===== config.mk =====
export PLATFORM = sky130hd
export DESIGN_NAME = debug_packet_receiver
export DESIGN_NICKNAME = d
export VERILOG_FILES = /design/src/dpr_pkg.sv /design/src/dpr_parser.sv /design/src/dpr_serializer.sv /design/src/debug_packet_receiver.sv
export SDC_FILE = /design/constraint.sdc
export NUM_CORES = 1
export LEC_CHECK = 0
export BUFFER_PORTS_ARGS = -buffer_cell sky130_fd_sc_hd__buf_2
export CAP_MARGIN = 20
export CORE_MARGIN = 4
export CORE_UTILIZATION = 65
export CTS_BUF_LIST = sky130_fd_sc_hd__clkbuf_8
export CTS_CLUSTER_DIAMETER = 60
export DETAILED_ROUTE_END_ITERATION = 8
export PLACE_DENSITY = 0.83
export SLEW_MARGIN = 0
export SYNTH_ARGS = -nofsm -noshare
export SYNTH_HDL_FRONTEND = slang
export SYNTH_HIERARCHICAL = 1
export SYNTH_SLANG_ARGS = --single-unit
export TNS_END_PERCENT = 10

===== constraint.sdc =====
create_clock -name aclk -period 16.7 [get_ports aclk]
set_clock_uncertainty 0.05 [all_clocks]
set_input_delay 1.67 -clock aclk [delete_from_list [all_inputs] [get_ports aclk]]
set_output_delay 1.67 -clock aclk [all_outputs]
set_load 0.05 [all_outputs]

===== src/dpr_pkg.sv =====
// Debug packet receiver package: result and group types, character codes,
// result kinds, end status codes and the hex digit decoder. No dependencies.
package dpr_pkg;

    localparam int MAX_RESULTS = 4;

    localparam logic [7:0] CH_DOLLAR = 8'h24;
    localparam logic [7:0] CH_HASH   = 8'h23;
    localparam logic [7:0] CH_COLON  = 8'h3A;
    localparam logic [7:0] CH_PLUS   = 8'h2B;
    localparam logic [7:0] CH_MINUS  = 8'h2D;

    localparam logic [1:0] KIND_PAYLOAD = 2'd0;
    localparam logic [1:0] KIND_TX      = 2'd1;
    localparam logic [1:0] KIND_END     = 2'd2;

    localparam logic [1:0] ST_GOOD     = 2'd0;
    localparam logic [1:0] ST_MISMATCH = 2'd1;
    localparam logic [1:0] ST_OVERFLOW = 2'd2;

    localparam logic [1:0] OFFSET_SEQ_ID = 2'd3;

    typedef struct packed {
        logic [1:0] kind;
        logic [7:0] data_byte;
        logic [7:0] byte_index;
        logic [1:0] status;
        logic [7:0] payload_length;
        logic [1:0] payload_offset;
    } dpr_result_t;

    // Results caused by one received byte, first result in item[0]
    typedef struct packed {
        dpr_result_t [MAX_RESULTS-1:0] item;
        logic [2:0]                    count;
    } dpr_group_t;

    // Invalid digits decode to all ones (-1 modulo 256)
    function automatic logic [7:0] hex_value(input logic [7:0] c);
        logic [7:0] v;
        v = 8'hFF;
        if (c >= 8'h61 && c <= 8'h66) begin
            v = c - 8'h57;
        end else if (c >= 8'h30 && c <= 8'h39) begin
            v = c - 8'h30;
        end else if (c >= 8'h41 && c <= 8'h46) begin
            v = c - 8'h37;
        end
        return v;
    endfunction

endpackage


===== src/dpr_parser.sv =====
// Packet framing state machine: hunts for '$', sums the payload, checks the
// two-digit checksum and builds the group of results for each byte.
// Depends on dpr_pkg.
module dpr_parser #(
    parameter int BUFFER_BYTES = 256
) (
    input  logic               aclk,
    input  logic               aresetn,
    input  logic               accept,
    input  logic [7:0]         in_byte,
    output dpr_pkg::dpr_group_t grp
);
    import dpr_pkg::*;

    localparam int CW = $clog2(BUFFER_BYTES);

    typedef enum logic [1:0] {
        PH_HUNT    = 2'd0,
        PH_PAYLOAD = 2'd1,
        PH_HIGH    = 2'd2,
        PH_LOW     = 2'd3
    } phase_t;

    phase_t          phase_reg, phase_next;
    logic [7:0]      sum_reg, sum_next;
    logic [CW-1:0]   count_reg, count_next;
    logic [7:0]      high_reg, high_next;
    logic [7:0]      seq1_reg, seq1_next;
    logic [7:0]      seq2_reg, seq2_next;
    logic            colon_reg, colon_next;

    logic [CW-1:0]   count_inc;
    logic [CW+7:0]   cnt_wide;
    logic [CW+7:0]   inc_wide;
    logic [7:0]      hex_in;
    logic [7:0]      got_sum;
    dpr_result_t     blank;

    assign count_inc = count_reg + 1'b1;
    assign cnt_wide  = {8'd0, count_reg};
    assign inc_wide  = {8'd0, count_inc};
    assign hex_in    = hex_value(in_byte);
    assign got_sum   = high_reg + hex_in;
    assign blank     = '0;

    always_comb begin
        phase_next = phase_reg;
        sum_next   = sum_reg;
        count_next = count_reg;
        high_next  = high_reg;
        seq1_next  = seq1_reg;
        seq2_next  = seq2_reg;
        colon_next = colon_reg;
        grp        = '0;
        for (int i = 0; i < MAX_RESULTS; i++) begin
            grp.item[i] = blank;
        end

        case (phase_reg)
            PH_HUNT: begin
                if (in_byte == CH_DOLLAR) begin
                    sum_next   = '0;
                    count_next = '0;
                    colon_next = 1'b0;
                    phase_next = PH_PAYLOAD;
                end
            end
            PH_PAYLOAD: begin
                if (in_byte == CH_DOLLAR) begin
                    sum_next   = '0;
                    count_next = '0;
                    colon_next = 1'b0;
                end else if (in_byte == CH_HASH) begin
                    phase_next = PH_HIGH;
                end else begin
                    grp.item[0].kind       = KIND_PAYLOAD;
                    grp.item[0].data_byte  = in_byte;
                    grp.item[0].byte_index = cnt_wide[7:0];
                    grp.count              = 3'd1;
                    sum_next   = sum_reg + in_byte;
                    count_next = count_inc;
                    if (cnt_wide == (CW+8)'(0)) begin
                        seq1_next = in_byte;
                    end else if (cnt_wide == (CW+8)'(1)) begin
                        seq2_next = in_byte;
                    end else if (cnt_wide == (CW+8)'(2)) begin
                        colon_next = (in_byte == CH_COLON);
                    end
                    if (count_inc == CW'(BUFFER_BYTES - 1)) begin
                        grp.item[1].kind           = KIND_END;
                        grp.item[1].status         = ST_OVERFLOW;
                        grp.item[1].payload_length = inc_wide[7:0];
                        grp.count                  = 3'd2;
                        phase_next                 = PH_HUNT;
                    end
                end
            end
            PH_HIGH: begin
                high_next  = {hex_in[3:0], 4'd0};
                phase_next = PH_LOW;
            end
            PH_LOW: begin
                phase_next = PH_HUNT;
                grp.item[0].kind = KIND_TX;
                if (got_sum == sum_reg) begin
                    grp.item[0].data_byte = CH_PLUS;
                    if (colon_reg && cnt_wide >= (CW+8)'(3)) begin
                        grp.item[1].kind           = KIND_TX;
                        grp.item[1].data_byte      = seq1_reg;
                        grp.item[2].kind           = KIND_TX;
                        grp.item[2].data_byte      = seq2_reg;
                        grp.item[3].kind           = KIND_END;
                        grp.item[3].status         = ST_GOOD;
                        grp.item[3].payload_length = cnt_wide[7:0];
                        grp.item[3].payload_offset = OFFSET_SEQ_ID;
                        grp.count                  = 3'd4;
                    end else begin
                        grp.item[1].kind           = KIND_END;
                        grp.item[1].status         = ST_GOOD;
                        grp.item[1].payload_length = cnt_wide[7:0];
                        grp.count                  = 3'd2;
                    end
                end else begin
                    grp.item[0].data_byte      = CH_MINUS;
                    grp.item[1].kind           = KIND_END;
                    grp.item[1].status         = ST_MISMATCH;
                    grp.item[1].payload_length = cnt_wide[7:0];
                    grp.count                  = 3'd2;
                end
            end
            default: begin
                phase_next = PH_HUNT;
            end
        endcase
    end

    always_ff @(posedge aclk) begin
        if (!aresetn) begin
            phase_reg <= PH_HUNT;
            sum_reg   <= '0;
            count_reg <= '0;
            high_reg  <= '0;
            seq1_reg  <= '0;
            seq2_reg  <= '0;
            colon_reg <= 1'b0;
        end else if (accept) begin
            phase_reg <= phase_next;
            sum_reg   <= sum_next;
            count_reg <= count_next;
            high_reg  <= high_next;
            seq1_reg  <= seq1_next;
            seq2_reg  <= seq2_next;
            colon_reg <= colon_next;
        end
    end

`ifndef SYNTHESIS
    a_count_range: assert property (@(posedge aclk) disable iff (!aresetn)
        cnt_wide <= (CW+8)'(BUFFER_BYTES - 1))
        else $error("payload count beyond buffer");

    a_hash_ends_payload: assert property (@(posedge aclk) disable iff (!aresetn)
        accept && phase_reg == PH_PAYLOAD && in_byte == CH_HASH |=> phase_reg == PH_HIGH)
        else $error("'#' did not end payload");

    a_low_returns_hunt: assert property (@(posedge aclk) disable iff (!aresetn)
        accept && phase_reg == PH_LOW |=> phase_reg == PH_HUNT)
        else $error("checksum byte did not close packet");
`endif

endmodule


===== src/dpr_serializer.sv =====
// Result buffer: a pending group register ahead of an output shift register
// that hands results out one per transaction. Depends on dpr_pkg.
module dpr_serializer (
    input  logic                aclk,
    input  logic                aresetn,
    input  logic                s_valid,
    output logic                s_ready,
    input  dpr_pkg::dpr_group_t grp,
    output logic                m_valid,
    input  logic                m_ready,
    output dpr_pkg::dpr_result_t m_result,
    output logic                m_last
);
    import dpr_pkg::*;

    dpr_group_t                    pend_reg;
    logic                          pend_valid_reg;
    dpr_result_t [MAX_RESULTS-1:0] out_reg, out_next;
    logic [2:0]                    rem_reg, rem_next;

    logic pop, out_free, move, load;

    assign m_valid  = (rem_reg != 3'd0);
    assign pop      = m_valid && m_ready;
    assign out_free = (rem_reg == 3'd0) || (rem_reg == 3'd1 && pop);
    assign move     = pend_valid_reg && out_free;
    assign s_ready  = !pend_valid_reg || move;
    assign load     = s_valid && s_ready && (grp.count != 3'd0);
    assign m_result = out_reg[0];
    assign m_last   = (rem_reg == 3'd1);

    always_comb begin
        out_next = out_reg;
        rem_next = rem_reg;
        if (move) begin
            out_next = pend_reg.item;
            rem_next = pend_reg.count;
        end else if (pop) begin
            for (int i = 0; i < MAX_RESULTS - 1; i++) begin
                out_next[i] = out_reg[i+1];
            end
            out_next[MAX_RESULTS-1] = '0;
            rem_next = rem_reg - 3'd1;
        end
    end

    always_ff @(posedge aclk) begin
        if (!aresetn) begin
            pend_valid_reg <= 1'b0;
            rem_reg        <= 3'd0;
        end else begin
            rem_reg <= rem_next;
            if (load) begin
                pend_valid_reg <= 1'b1;
            end else if (move) begin
                pend_valid_reg <= 1'b0;
            end
        end
        out_reg <= out_next;
        if (load) begin
            pend_reg <= grp;
        end
    end

`ifndef SYNTHESIS
    a_rem_range: assert property (@(posedge aclk) disable iff (!aresetn)
        rem_reg <= 3'(MAX_RESULTS))
        else $error("result count beyond group size");

    a_pend_held: assert property (@(posedge aclk) disable iff (!aresetn)
        pend_valid_reg && !out_free |=> pend_valid_reg && $stable(pend_reg))
        else $error("pending group lost while output busy");

    a_last_closes: assert property (@(posedge aclk) disable iff (!aresetn)
        pop && m_last && !pend_valid_reg |=> !m_valid)
        else $error("results continue after last");
`endif

endmodule


===== src/debug_packet_receiver.sv =====
// Debug packet receiver top level: framing state machine and result buffer.
// Depends on dpr_pkg, dpr_parser and dpr_serializer.
//
// Usage:
//   Input channel s_valid/s_ready/s_rx_byte takes one link byte per
//   transaction. Packets have the form $<payload>#<hi><lo>.
//   Result channel m_valid/m_ready carries kind, data_byte, byte_index,
//   status, payload_length, payload_offset and last. A byte causes zero to
//   four results; m_last marks the final one of each byte.
// Path: a byte's results are registered in the pending group register, then
//   moved to the output shift register, which offers the first of them.
// Throughput: one byte per cycle while bytes cause at most one result and m_ready
//   stays high; a byte that causes more than one result holds the result port
//   until the output shift register has handed all of them out.
// Reset (aresetn low, synchronous): back to hunting for '$', sums, counts and
//   sequence id cleared, buffered results dropped.
// Stall: while m_ready is low the pending group register absorbs one more
//   byte's results, then s_ready drops until results drain.
module debug_packet_receiver #(
    parameter int BUFFER_BYTES = 256
) (
    input  logic       aclk,
    input  logic       aresetn,
    input  logic       s_valid,
    output logic       s_ready,
    input  logic [7:0] s_rx_byte,
    output logic       m_valid,
    input  logic       m_ready,
    output logic [1:0] m_kind,
    output logic [7:0] m_data_byte,
    output logic [7:0] m_byte_index,
    output logic [1:0] m_status,
    output logic [7:0] m_payload_length,
    output logic [1:0] m_payload_offset,
    output logic       m_last
);
    import dpr_pkg::*;

    dpr_group_t  grp;
    dpr_result_t result;
    logic        accept;

    assign accept = s_valid && s_ready;

    dpr_parser #(
        .BUFFER_BYTES(BUFFER_BYTES)
    ) u_parser (
        .aclk    (aclk),
        .aresetn (aresetn),
        .accept  (accept),
        .in_byte (s_rx_byte),
        .grp     (grp)
    );

    dpr_serializer u_serializer (
        .aclk     (aclk),
        .aresetn  (aresetn),
        .s_valid  (s_valid),
        .s_ready  (s_ready),
        .grp      (grp),
        .m_valid  (m_valid),
        .m_ready  (m_ready),
        .m_result (result),
        .m_last   (m_last)
    );

    assign m_kind           = result.kind;
    assign m_data_byte      = result.data_byte;
    assign m_byte_index     = result.byte_index;
    assign m_status         = result.status;
    assign m_payload_length = result.payload_length;
    assign m_payload_offset = result.payload_offset;

endmodule


==> results.toml <==
[sta]
finalHoldViolations = 0
setup_viol = 0
slew_headroom = 0.323
tightest_slew_ns = 1.02
fin_crit_ns = 7.79
fin_tns_setup_ns = 0
drv_slew = 0
fin_crit_sh = 0.467
rsz0062_at_grt = "no"
clock.fmax_mhz = 128

[worst_setup_path]
cp.arrival_ns = 7.94
crit_family = "simple AND/OR/NAND/NOR gates"
ff2ff_path_depth = 12
cp_slowest_cell = "nor4b_2"
start_kind = "primary input"
crit_end = "u_serializer/pend_reg[97]$_DFFE_PP_"
path_buf_inv = 4
crit_path_max_incr_delay_ns = 0.64
setup.worst_path.start = "s_rx_byte[1]"
endpoint_kind = "flop"
setup.worst_path.class = "in2reg"
r2r-start = "u_parser/count_reg[1]$_SDFFE_PN0P_"
critPathMaxFanout = 60
required_ns = 16.85
r2r_end = "u_serializer/pend_reg[97]$_DFFE_PP_"
r2r_slack_ns = 11.50
cp.depth = 20
path_cells = "buf_2, inv_1, ha_1, or4b_4, o221ai_1, o41ai_2, a31oi_1, a2bb2oi_1, ha_1, fa_1, xor2_1, or3_1, nor4b_1, o211ai_1, nor4b_2, nor2b_1, o31ai_1, nor2b_4, buf_4, buf_4"

[detailed_routing]
drtPass1Iterations = 5
ant_nets = 0
drt_iter0_markers = 480
drc = 0
vias = 6985
vias_per_cell = 5.55
routed_wl_mm = 22.3
wl_per_cell_um = 17.7

[cells_and_area]
finish.instance_area_sq_um = 13800
syn2layout_area_growth_pct = 5.84
layout-drive-gt1-share = 0.157
fin_nets = 997
finish.utilization = 0.704
n_antenna_cell = 0
largest_reg_flops = 123

[placed_design]
io_buffers = 44
place_area_sq_um = 13000
hpwlAfterDp_mm = 14.0
gp_congestion = 0.894

[die]
chipHeight_um = 150
dieArea_sq_um = 22500
fp.dieW_um = 150
core.rowCount = 51
start_util = 0.665
ios = 45
core-area_sq_um = 19700

[clock_tree]
ctsLongestPathBuffers = 3
clock_latency_ns = 0.55
cts.repair.resized = 0
clock-root-buffer = "clkbuf_8"
cts_made_buffers = 44
tritoncts = "done"
htree_levels = 2
clk_pin_slew_ns = 0.06
ctsHoldBuffers = 0
cts.sinks = 286
post-cts-setup-buffers = 0

[global_route]
grt_pass1_vias = 7129
grt_first_pass_wirelength_mm = 36.6
antenna_found_initial = 0
grt_max_degree = 76
grt_usage = 0.205
grt-ovfl-total = 0

[power]
switching_share = 0.256
p_per_area_nw_per_um2 = 119
p_clk_frac = 0.351
sequentialPowerShare = 0.530
vdd_drop_max_uv = 82.3
p_switching_mw = 0.420
combPwrFrac = 0.118
leakagePower_nw = 5.09
power.total_mw = 1.64
p_int_mw = 1.22

[yosys]
synth-seq-cells = 286
yosysSeqAreaShare = 0.624
synth_area_sq_um = 13100
synth.most_common_cell = "edfxtp_1"
synth_commonest_cells = "243 x edfxtp_1, 100 x buf_4, 60 x mux2_1"
yosys_warnings = 6
synth_top_cell_area_share = 0.558
syn_area_per_cell_sq_um = 14.0
synth_area_leaders = "edfxtp_1 56%, dfxtp_1 6.6%, buf_4 5.7%"
yosysTopAreaCell = "edfxtp_1"
synth_cell_types = 76
synth_flop_cell = "edfxtp_1"
synth_cells = 937
async_flop_share = 0
synth_edf_count = 243

[hold_path]
hp-class = "reg2reg"

[flow_run]
cap_violations = 0

[status]
status = "complete, no violations"
cells by family (layout without fill, tap and decap cells):
kind of cell,count (synthesis),count (layout),synth area share
flops,286,286,0.624
xor+xnor,16,16,0.0107
compound gates,113,113,0.0647
fa+ha+maj,28,28,0.0279
buf+inv,162,156,0.0809
simple gates,224,224,0.101
mux,107,107,0.0906
other cells,1,63,0.000287
stage by stage:
stage / std cells / setup WS, ns / hold slack, ns
final: 1258 / 8.91 / 0.449
after detailed placement: 1176 / 8.40 / 0.442
after global placement: 1176 / 8.51 / 0.436
after CTS: 1258 / 8.96 / 0.452
after floorplan: 999 / 4.91 / 0.409
after global routing: 1258 / 8.46 / 0.481
how the worst min path moves through the flow:
| stage | startpoint | end | slack [ns] | cells after the start |
|---|---|---|---|---|
| finish | u_serializer/rem_reg[1]$_SDFFE_PN0P_ | u_serializer/rem_reg[1]$_SDFFE_PN0P_ | 0.45 | 2 |
| CTS | u_serializer/rem_reg[1]$_SDFFE_PN0P_ | u_serializer/rem_reg[1]$_SDFFE_PN0P_ | 0.45 | 2 |
| global placement | u_serializer/rem_reg[1]$_SDFFE_PN0P_ | u_serializer/rem_reg[1]$_SDFFE_PN0P_ | 0.44 | 2 |
| global route | u_serializer/rem_reg[1]$_SDFFE_PN0P_ | u_serializer/rem_reg[1]$_SDFFE_PN0P_ | 0.48 | 2 |
| floorplan | u_serializer/rem_reg[1]$_SDFFE_PN0P_ | u_serializer/rem_reg[1]$_SDFFE_PN0P_ | 0.41 | 2 |
| detailed placement | u_serializer/rem_reg[1]$_SDFFE_PN0P_ | u_serializer/rem_reg[1]$_SDFFE_PN0P_ | 0.44 | 2 |
metal layers:
layer | routed length [um] | GRT usage | vias to the layer above
met2 | 11200 | 0.343 | 166
met5 | 0 | 0 | -
met3 | 1010 | 0.0412 | 34
met1 | 9820 | 0.279 | 3420
li1 | - | - | 3365
met4 | 317 | 0.0526 | 0
power groups by stage:
stage | logic [mW] | clock network [mW] | registers (mW)
after floorplan | 0.176 | 0 | 0.887
after global placement | 0.193 | 0 | 0.883
after detailed placement | 0.195 | 0 | 0.886
after CTS | 0.196 | 0.591 | 0.872
after global routing | 0.210 | 0.627 | 0.876
final | 0.194 | 0.577 | 0.871
worst register-to-register path, delay by kind of cell, from the launching register on:
| family | cells | cell delay [ns] |
|---|---|---|
| AND/OR/NAND/NOR | 7 | 1.88 |
| buffers and inverters | 2 | 1.44 |
| AO/OA/AOI/OAI | 2 | 0.63 |
| flip-flops | 1 | 0.47 |
| adder cells (fa/ha/maj) | 1 | 0.33 |
area by class of cell:
| class | instances | area (sq um) |
|---|---|---|
| multi-input cells | 551 | 4100 |
| inverters | 23 | 88.8 |
| fillers | 1382 | 5810 |
| repair buffers | 51 | 273 |
| clock inverters | 37 | 269 |
| well taps | 265 | 332 |
| flip-flops and latches | 286 | 8160 |
| clock buffers | 45 | 619 |
cell usage in the layout (no fill, tap or decap), drive strengths merged, types with 5 or more instances in the layout:
master	count
clkinv	23
mux2i	16
nor3	13
a211oi	5
ha	26
dfxtp	43
o21ai	16
o31ai	7
xnor2	10
nor4	6
and3	35
nor2	23
inv	33
a21boi	7
buf	51
and2	43
xor2	6
mux2	91
conb	63
a21oi	19
nand2	29
nor2b	38
clkbuf	45
or3	6
a22oi	10
nand3	11
edfxtp	243
Note: power is estimated with default switching activity, not from simulation.
